$ cat src/hw/rtl/lru_pkg.sv
// ============================================================================
// LRU page replacement package
// Fixed field widths, configuration reset value and the control bundle that
// the sequencer hands to the frame search unit.
// ============================================================================
package lru_pkg;

  // Width of the frame count register and of its write data.
  localparam int unsigned CFG_W = 5;
  // Reset value of the frame count register.
  localparam logic [CFG_W-1:0] CFG_RESET = 5'd16;
  // Fixed widths of the result fields.
  localparam int unsigned FRAME_OUT_W = 4;
  localparam int unsigned EVICT_W = 16;
  localparam int unsigned COUNT_W = 32;

  // Control from the sequencer to the search unit.
  typedef struct packed {
    logic clear;   // a new reference has been taken: forget the previous search
    logic sample;  // frame data read from the memories is valid this cycle
  } scan_ctl_t;

endpackage

$ cat src/hw/rtl/lru_page_replacement_unit.sv
// ============================================================================
// LRU page replacement unit
// Keeps a configurable set of page frames and replaces the least recently
// used one on a page fault; one result per page reference.
// ============================================================================
//
// Usage.
// A reference is taken at a rising edge where start is high and busy is low;
// page is sampled at that edge. Exactly one result follows: done is high for
// a single cycle, and hit, frame_index, evicted_valid, evicted_page,
// fault_count and hit_count are valid in that cycle. The receiver cannot
// stall the unit, so each result must be taken when done is shown.
// The frame count register is written through its own channel (cfg_valid,
// cfg_ready, cfg_data); the user must write it only while the unit is idle,
// which the unit itself does not enforce. cfg_ready is always high.
//
// Timing. Frame pages and recency ranks live in two synchronous RAMs. Each
// reference makes a search pass over the L = min(frames in use, filled
// frames) searchable frames, one frame per cycle, followed by a rank update
// pass over all U filled frames, again one frame per cycle as a
// read-modify-write. done rises in the same cycle that busy falls, so a new
// reference can be taken while done is high.
//
// Reset. A synchronous reset empties all frames, clears both counters and
// sets the frame count to 16. No RAM clearing pass is needed: only filled
// frames are ever read, and frames fill in order from frame 0.
// ============================================================================
module lru_page_replacement_unit #(
  parameter int unsigned MAX_FRAMES = 16,
  parameter int unsigned PAGE_BITS  = 16
) (
  input  logic                           clk,
  input  logic                           rst,
  input  logic                           start,
  output logic                           busy,
  input  logic [PAGE_BITS-1:0]           page,
  input  logic                           cfg_valid,
  output logic                           cfg_ready,
  input  logic [lru_pkg::CFG_W-1:0]      cfg_data,
  output logic                           done,
  output logic                           hit,
  output logic [lru_pkg::FRAME_OUT_W-1:0] frame_index,
  output logic                           evicted_valid,
  output logic [lru_pkg::EVICT_W-1:0]    evicted_page,
  output logic [lru_pkg::COUNT_W-1:0]    fault_count,
  output logic [lru_pkg::COUNT_W-1:0]    hit_count
);
  import lru_pkg::*;

  // Frame addresses and ranks share a width; ranks never reach MAX_FRAMES.
  localparam int unsigned FRAME_W = (MAX_FRAMES > 1) ? $clog2(MAX_FRAMES) : 1;
  localparam int unsigned RANK_W  = FRAME_W;
  // Frame counts run from zero up to MAX_FRAMES inclusive.
  localparam int unsigned CNT_W   = $clog2(MAX_FRAMES + 1);
  localparam int unsigned NW      = (CNT_W > CFG_W) ? CNT_W : CFG_W;
  localparam int unsigned FIW     = (FRAME_W > FRAME_OUT_W) ? FRAME_W : FRAME_OUT_W;
  localparam int unsigned EPW     = (PAGE_BITS > EVICT_W) ? PAGE_BITS : EVICT_W;

  typedef enum logic [3:0] {
    ST_IDLE   = 4'b0001,
    ST_SCAN   = 4'b0010,
    ST_DECIDE = 4'b0100,
    ST_UPDATE = 4'b1000
  } state_t;

  state_t               state;
  logic [CFG_W-1:0]     frames_in_use;
  logic [CNT_W-1:0]     filled_frames;
  logic [CNT_W-1:0]     scan_len;
  logic [CNT_W-1:0]     upd_len;
  logic [CNT_W-1:0]     idx;
  logic [CNT_W-1:0]     n_eff;
  logic [CNT_W-1:0]     limit;
  logic [NW-1:0]        cfg_ext;
  logic [PAGE_BITS-1:0] page_q;
  logic [PAGE_BITS-1:0] ev_page;
  logic [FRAME_W-1:0]   frame_q;
  logic [RANK_W-1:0]    old_rank;
  logic                 age_all;
  logic                 rd_vld;
  logic [FRAME_W-1:0]   rd_idx;
  logic                 issue;
  logic                 accept;
  logic                 fill;
  logic [FIW-1:0]       frame_ext;
  logic [EPW-1:0]       ev_ext;

  // Memory ports.
  logic                 pg_we;
  logic [FRAME_W-1:0]   pg_waddr;
  logic                 pg_re;
  logic [PAGE_BITS-1:0] pg_rdata;
  logic                 rk_we;
  logic [FRAME_W-1:0]   rk_waddr;
  logic [RANK_W-1:0]    rk_wdata;
  logic                 rk_re;
  logic [RANK_W-1:0]    rk_rdata;

  // Search results.
  scan_ctl_t            scan_ctl;
  logic                 s_hit;
  logic [FRAME_W-1:0]   s_hit_frame;
  logic [RANK_W-1:0]    s_hit_rank;
  logic [FRAME_W-1:0]   s_best_frame;
  logic [RANK_W-1:0]    s_best_rank;
  logic [PAGE_BITS-1:0] s_best_page;

  assign cfg_ready = 1'b1;
  assign busy      = (state != ST_IDLE);
  assign accept    = (state == ST_IDLE) && start;

  // A frame count of zero acts as one, and counts above the built size are
  // clipped to it.
  assign cfg_ext = NW'(frames_in_use);
  always_comb begin
    if (cfg_ext == '0) begin
      n_eff = CNT_W'(1);
    end else if (cfg_ext > NW'(MAX_FRAMES)) begin
      n_eff = CNT_W'(MAX_FRAMES);
    end else begin
      n_eff = CNT_W'(cfg_ext);
    end
  end

  // One frame is read per cycle in both passes; the index runs up to the
  // length of the current pass.
  assign limit = (state == ST_SCAN) ? scan_len : upd_len;
  assign issue = ((state == ST_SCAN) || (state == ST_UPDATE)) && (idx < limit);

  // On a fault with free frames left, the next empty frame is filled.
  assign fill = !s_hit && (filled_frames < n_eff);

  assign pg_re    = issue && (state == ST_SCAN);
  assign rk_re    = issue;
  assign pg_we    = (state == ST_DECIDE) && !s_hit;
  assign pg_waddr = fill ? filled_frames[FRAME_W-1:0] : s_best_frame;

  // Rank update: the touched frame becomes the youngest, and every frame
  // younger than its old rank ages by one. A filled frame ages everything.
  assign rk_we    = (state == ST_UPDATE) && rd_vld &&
                    ((rd_idx == frame_q) || age_all || (rk_rdata < old_rank));
  assign rk_waddr = rd_idx;
  assign rk_wdata = (rd_idx == frame_q) ? '0 : RANK_W'(rk_rdata + 1'b1);

  assign scan_ctl.clear  = accept;
  assign scan_ctl.sample = (state == ST_SCAN) && rd_vld;

  assign frame_ext    = FIW'(frame_q);
  assign frame_index  = frame_ext[FRAME_OUT_W-1:0];
  assign ev_ext       = EPW'(ev_page);
  assign evicted_page = ev_ext[EVICT_W-1:0];

  lru_ram #(
    .WIDTH (PAGE_BITS),
    .DEPTH (MAX_FRAMES)
  ) u_page_ram (
    .clk   (clk),
    .we    (pg_we),
    .waddr (pg_waddr),
    .wdata (page_q),
    .re    (pg_re),
    .raddr (idx[FRAME_W-1:0]),
    .rdata (pg_rdata)
  );

  lru_ram #(
    .WIDTH (RANK_W),
    .DEPTH (MAX_FRAMES)
  ) u_rank_ram (
    .clk   (clk),
    .we    (rk_we),
    .waddr (rk_waddr),
    .wdata (rk_wdata),
    .re    (rk_re),
    .raddr (idx[FRAME_W-1:0]),
    .rdata (rk_rdata)
  );

  lru_search #(
    .FRAME_W   (FRAME_W),
    .RANK_W    (RANK_W),
    .PAGE_BITS (PAGE_BITS)
  ) u_search (
    .clk        (clk),
    .rst        (rst),
    .ctl        (scan_ctl),
    .frame      (rd_idx),
    .page       (page_q),
    .page_rdata (pg_rdata),
    .rank_rdata (rk_rdata),
    .hit        (s_hit),
    .hit_frame  (s_hit_frame),
    .hit_rank   (s_hit_rank),
    .best_frame (s_best_frame),
    .best_rank  (s_best_rank),
    .best_page  (s_best_page)
  );

  // Sequencer and control state.
  always_ff @(posedge clk) begin
    if (rst) begin
      state         <= ST_IDLE;
      frames_in_use <= CFG_RESET;
      filled_frames <= '0;
      fault_count   <= '0;
      hit_count     <= '0;
      done          <= 1'b0;
      rd_vld        <= 1'b0;
    end else begin
      done   <= 1'b0;
      rd_vld <= issue;
      if (cfg_valid && cfg_ready) begin
        frames_in_use <= cfg_data;
      end
      case (state)
        ST_IDLE: begin
          if (start) begin
            state <= ST_SCAN;
          end
        end
        ST_SCAN: begin
          // The last frame's data is taken by the search unit in this cycle.
          if (!issue) begin
            state <= ST_DECIDE;
          end
        end
        ST_DECIDE: begin
          state <= ST_UPDATE;
          if (s_hit) begin
            if (hit_count != '1) begin
              hit_count <= hit_count + 1'b1;
            end
          end else begin
            if (fault_count != '1) begin
              fault_count <= fault_count + 1'b1;
            end
            if (fill) begin
              filled_frames <= filled_frames + 1'b1;
            end
          end
        end
        ST_UPDATE: begin
          if (!issue) begin
            state <= ST_IDLE;
            done  <= 1'b1;
          end
        end
        default: begin
          state <= ST_IDLE;
        end
      endcase
    end
  end

  // Index, captured reference and result fields.
  always_ff @(posedge clk) begin
    rd_idx <= idx[FRAME_W-1:0];
    if (issue) begin
      idx <= idx + 1'b1;
    end
    if (accept) begin
      page_q   <= page;
      idx      <= '0;
      scan_len <= (n_eff < filled_frames) ? n_eff : filled_frames;
    end
    if (state == ST_DECIDE) begin
      idx <= '0;
      hit <= s_hit;
      if (s_hit) begin
        frame_q       <= s_hit_frame;
        old_rank      <= s_hit_rank;
        age_all       <= 1'b0;
        evicted_valid <= 1'b0;
        ev_page       <= '0;
        upd_len       <= filled_frames;
      end else if (fill) begin
        frame_q       <= filled_frames[FRAME_W-1:0];
        old_rank      <= '0;
        age_all       <= 1'b1;
        evicted_valid <= 1'b0;
        ev_page       <= '0;
        upd_len       <= filled_frames + 1'b1;
      end else begin
        frame_q       <= s_best_frame;
        old_rank      <= s_best_rank;
        age_all       <= 1'b0;
        evicted_valid <= 1'b1;
        ev_page       <= s_best_page;
        upd_len       <= filled_frames;
      end
    end
  end

  // The update pass writes the frame read in the cycle before while reading
  // the next, so the rank RAM never sees both ports on one entry.
  a_rank_no_clash: assert property (@(posedge clk) disable iff (rst)
    (rk_we && rk_re) |-> (rk_waddr != idx[FRAME_W-1:0]))
    else $error("rank RAM read and write on the same entry");

  a_done_single: assert property (@(posedge clk) disable iff (rst)
    done |=> !done)
    else $error("done held for more than one cycle");

  a_done_idle: assert property (@(posedge clk) disable iff (rst)
    done |-> !busy)
    else $error("result shown while a transaction is still in progress");

  a_hit_no_evict: assert property (@(posedge clk) disable iff (rst)
    done |-> !(hit && evicted_valid))
    else $error("a hit reported an eviction");

  a_filled_bound: assert property (@(posedge clk) disable iff (rst)
    filled_frames <= CNT_W'(MAX_FRAMES))
    else $error("more frames filled than built");

endmodule

$ cat src/hw/rtl/lru_ram.sv
// ============================================================================
// LRU generic RAM
// Single write port, single read port, read data registered.
// ============================================================================
module lru_ram #(
  parameter int unsigned WIDTH = 8,
  parameter int unsigned DEPTH = 16,
  localparam int unsigned ADDR_W = (DEPTH > 1) ? $clog2(DEPTH) : 1
) (
  input  logic              clk,
  input  logic              we,
  input  logic [ADDR_W-1:0] waddr,
  input  logic [WIDTH-1:0]  wdata,
  input  logic              re,
  input  logic [ADDR_W-1:0] raddr,
  output logic [WIDTH-1:0]  rdata
);

  logic [WIDTH-1:0] mem [DEPTH];

  always_ff @(posedge clk) begin
    if (we) begin
      mem[waddr] <= wdata;
    end
    if (re) begin
      rdata <= mem[raddr];
    end
  end

endmodule

$ cat src/hw/rtl/lru_search.sv
// ============================================================================
// LRU frame search unit
// Watches the frames as they stream out of the memories and keeps the first
// frame holding the requested page and the oldest frame seen so far.
// ============================================================================
module lru_search #(
  parameter int unsigned FRAME_W   = 4,
  parameter int unsigned RANK_W    = 4,
  parameter int unsigned PAGE_BITS = 16
) (
  input  logic                  clk,
  input  logic                  rst,
  input  lru_pkg::scan_ctl_t    ctl,
  input  logic [FRAME_W-1:0]    frame,
  input  logic [PAGE_BITS-1:0]  page,
  input  logic [PAGE_BITS-1:0]  page_rdata,
  input  logic [RANK_W-1:0]     rank_rdata,
  output logic                  hit,
  output logic [FRAME_W-1:0]    hit_frame,
  output logic [RANK_W-1:0]     hit_rank,
  output logic [FRAME_W-1:0]    best_frame,
  output logic [RANK_W-1:0]     best_rank,
  output logic [PAGE_BITS-1:0]  best_page
);
  import lru_pkg::*;

  logic match;

  assign match = ctl.sample && !hit && (page_rdata == page);

  // Only the first match counts, as a page may sit in two frames.
  always_ff @(posedge clk) begin
    if (rst || ctl.clear) begin
      hit <= 1'b0;
    end else if (match) begin
      hit <= 1'b1;
    end
  end

  always_ff @(posedge clk) begin
    if (match) begin
      hit_frame <= frame;
      hit_rank  <= rank_rdata;
    end
    // Ranks of valid frames are distinct, so the strictly larger test is exact.
    if (ctl.sample && ((frame == '0) || (rank_rdata > best_rank))) begin
      best_frame <= frame;
      best_rank  <= rank_rdata;
      best_page  <= page_rdata;
    end
  end

endmodule

$ cat config.mk
export PLATFORM = sky130hd
export DESIGN_NAME = lru_page_replacement_unit
export DESIGN_NICKNAME = d
export VERILOG_FILES = /design/src/hw/rtl/lru_pkg.sv /design/src/hw/rtl/lru_page_replacement_unit.sv /design/src/hw/rtl/lru_ram.sv /design/src/hw/rtl/lru_search.sv
export SDC_FILE = /design/constraint.sdc
export NUM_CORES = 1
export LEC_CHECK = 0
export ABC_AREA = 0
export BUFFER_PORTS_ARGS = -buffer_cell sky130_fd_sc_hd__buf_2
export CAP_MARGIN = 20
export CORE_MARGIN = 1.5
export CORE_UTILIZATION = 35
export CTS_CLUSTER_SIZE = 10
export DETAILED_ROUTE_END_ITERATION = 10
export GPL_TIMING_DRIVEN = 0
export HOLD_SLACK_MARGIN = 0.08
export REMOVE_ABC_BUFFERS = 1
export SYNTH_ARGS = -nofsm -noshare
export SYNTH_HDL_FRONTEND = slang
export SYNTH_SLANG_ARGS = --single-unit
$ cat constraint.sdc
create_clock -name clk -period 4.9 [get_ports clk]
set_input_delay 0.49 -clock clk [delete_from_list [all_inputs] [get_ports clk]]
set_output_delay 0.49 -clock clk [all_outputs]
set_load 0.02 [all_outputs]
==> results.py <==
metrics = {
    "clocking": {
        "path_clk_slew_ns": 0.06,
        "post_cts_resized": 0,
        "h-tree-depth": 2,
        "cts_tree": "done",
        "cts_inserted_buffers": 58,
        "post-cts-setup-buffers": 0,
        "cts_hold_buffers": 20,
        "cts_buffer_depth": 3,
        "clock_latency_ns": 0.63,
        "cts_sinks": 515,
        "cts_root_buf": "clkbuf_16",
    },
    "routing": {
        "wl_per_cell_um": 21.1,
        "drc": 0,
        "vias": 12100,
        "viasPerCell": 5.36,
        "wirelength_mm": 47.7,
        "drtPass1Iterations": 5,
        "drt_iter0_markers": 794,
        "postRouteAntennaNets": 0,
    },
    "logic_synthesis": {
        "async_flop_share_pct": 0,
        "synth.top_cell.area_share_pct": 60.4,
        "synth_cell_types": 65,
        "synth_compound_area_share_pct": 5.28,
        "yosys_register_bits": 515,
        "syn_inst": 1310,
        "synth.top_cells.by_count": "edfxtp_1, mux4_2, dfxtp_1",
        "syn_area_um2": 21100,
        "yosysMostFrequentCell": "edfxtp_1",
        "yosys.area_share.adder_pct": 1.24,
        "synth_top_family_by_area": "multiplexers",
        "seq_area_frac_synth_pct": 69.0,
        "synth_top_area_cell": "edfxtp_1",
        "synth_edf_count": 425,
        "yosys-top-cells-area": "edfxtp_1, mux4_2, dfxtp_1",
        "yosys.area_share.xor_xnor_pct": 1.82,
        "avgSynthCellArea_um2": 16.1,
        "dominantRegCellSynth": "edfxtp_1",
        "yosys.area_share.simple_pct": 8.90,
        "synth.area.mux_share_pct": 11.9,
        "yosys_warnings": 0,
    },
    "floorplan": {
        "die_w_um": 249,
        "die_y_um": 249,
        "start_util_pct": 35.6,
        "fp.dieArea_um2": 61800,
        "ios": 114,
        "rows": 89,
        "coreArea_um2": 59400,
    },
    "sta": {
        "tightest_slew_ns": 1.07,
        "setup-violations-final": 0,
        "layout_setup_ws_ns": 0.894,
        "whs_ns": 0.122,
        "slew_violations": 0,
        "hold_viol_final": 0,
        "skew_ns": 0.0584,
        "fin_crit_ns": 4.01,
        "maxSlewHeadroom_pct": 28.3,
        "fmax_mhz": 250,
        "rsz0062_at_grt": "no",
        "post-route-period-util_pct": 81.8,
    },
    "worst_setup_path": {
        "start_kind": "flip-flop",
        "r2r-end": "u_page_ram.rdata[12]",
        "r2r_slack_ns": 0.89,
        "crit_path_start": "state[3]",
        "r2r_start": "state[3]",
        "rr_worst_depth": 9,
        "required_ns": 5.10,
        "worst_ep_arrival_time_ns": 4.20,
        "crit_type": "reg2reg",
        "cp-end-kind": "flip-flop",
        "cp_max_fo": 16,
        "crit_end": "u_page_ram.rdata[12]",
    },
    "global_routing": {
        "top_usage_layer": "met2",
        "gr-usage-met3_pct": 2.47,
        "antenna_found_initial": 1,
        "grt_pass1_vias": 12100,
        "grt_max_degree": 88,
        "grtUsageMet2_pct": 24.7,
        "grt_use_total_pct": 15.4,
        "overflow": 0,
        "gr-usage-met1_pct": 21.5,
        "grt_pass1_wl_mm": 73.3,
    },
    "placed_design": {
        "dp_hpwl_mm": 31.0,
        "numPortBuffers": 112,
        "dp_slack_ns": 0.940,
        "dpl_cell_area_um2": 23100,
        "gp_congestion": 0.772,
    },
    "min_path": {
        "hold_class": "in2reg",
    },
    "power": {
        "p_leak_uw": 0.00802,
        "ir_drop_mv": 0.280,
        "cellPowerDensity_nw_per_um2": 363,
    },
    "cells_and_area": {
        "final_util_pct": 42.0,
        "diodes": 0,
        "area_growth_pct": 18.2,
        "layout-drive-gt1-share_pct": 24.4,
        "fin_area_um2": 25000,
        "fin_nets": 1520,
    },
    "outcome": {
        "outcome": "completed",
    },
    "job": {
        "maxCapViolCount": 0,
    },
}
-- cell type report --
type                            instances  area (um2)
Clock buffer                           69        1500
Clock inverter                          6        92.6
Fill cell                            5269       34400
Inverter                               30         118
Multi-Input combinational cell        700        6330
Sequential cell                       515       14600
Tap cell                              773         967
Timing Repair Buffer                  169        1370
-- placed cells by master (no fill, tap or decap), types with 4 or more instances in the layout --
master / count
dlygate4sd3_1: 20
nand4_1: 41
nand2_1: 55
o21ai_0: 31
nand2b_1: 4
buf_2: 111
dfxtp_1: 86
or2_2: 4
nor2b_1: 18
nor4_1: 7
and4_1: 4
clkbuf_1: 10
buf_16: 11
a22o_1: 4
o31ai_1: 23
mux4_2: 100
mux2i_1: 19
a211oi_1: 9
and2_1: 19
xnor2_1: 32
edfxtp_1: 425
o21ai_2: 8
nor2_1: 54
o31ai_4: 6
inv_1: 29
clkbuf_16: 58
nand3_1: 42
a21oi_1: 57
or4_1: 24
mux2_2: 6
nor3_1: 12
or3_1: 21
buf_8: 10
and3_1: 10
ha_1: 21
xor2_1: 12
buf_4: 11
nor4_2: 4
-- through the flow --
stage | total power, uW | instances | setup TNS (ns)
after detailed placement | 5370 | 2164 | 0
after global placement | 5360 | 2130 | -727.54
after global routing | 9370 | 2262 | 0
final | 9060 | 2262 | 0
after floorplan | 5210 | 1245 | -2.88
after CTS | 9180 | 2259 | 0
-- worst max-delay path, stage by stage, from the launching register on --
cell	delay [ns]
dfxtp_1	0.37
nor4b_2	0.51
buf_4	0.25
mux2i_1	0.20
ha_1	0.27
a2111oi_0	0.47
nand2_1	0.13
nor2_1	0.35
nand3_1	0.19
inv_1	0.81
-- report_power, final --
group / switching, uW / leakage [uW] / internal [uW]
clock network: 1640 / 0.000773 / 2140
registers: 77.0 / 0.00457 / 4780
logic: 209 / 0.00268 / 218
-- registers in the layout (all words and copies together), names as in the netlist, 16 cells and up --
| name | count |
|---|---|
| u_search.best_page | 16 |
| fault_count | 32 |
| u_page_ram.mem | 256 |
| hit_count | 32 |
| evicted_page | 16 |
| page_q | 16 |
| u_rank_ram.mem | 64 |
| u_page_ram.rdata | 16 |
-- metal layers --
layer	share of wire [%]	wire (um)	vias up
li1	-	-	5538
met1	45	21500	6219
met2	48	22900	299
met3	4.7	2250	73
met4	2.1	1010	0
met5	0	0	-
-- worst min path at each step --
stage,endpoint,slack [ns],start,depth (start not counted)
after floorplan,u_search.best_page[1],0.45,u_page_ram.rdata[1],0
after global placement,u_search.best_page[14],0.46,u_page_ram.rdata[14],0
after detailed placement,u_search.best_page[5],0.46,u_page_ram.rdata[5],0
after CTS,cfg_ext[2],0.09,cfg_data[2],3
after global routing,cfg_ext[2],0.15,cfg_data[2],3
final,cfg_ext[2],0.12,cfg_data[2],3
-- kinds of logic (layout without fill, tap and decap cells) --
family	count (synthesis)	in the layout
fa+ha+maj	21	21
compound gates	170	170
buf+inv	95	274
other cells	1	1
flops	515	515
xor+xnor	44	44
mux	126	126
simple gates	338	338
Power figures use the tool's default switching activity.
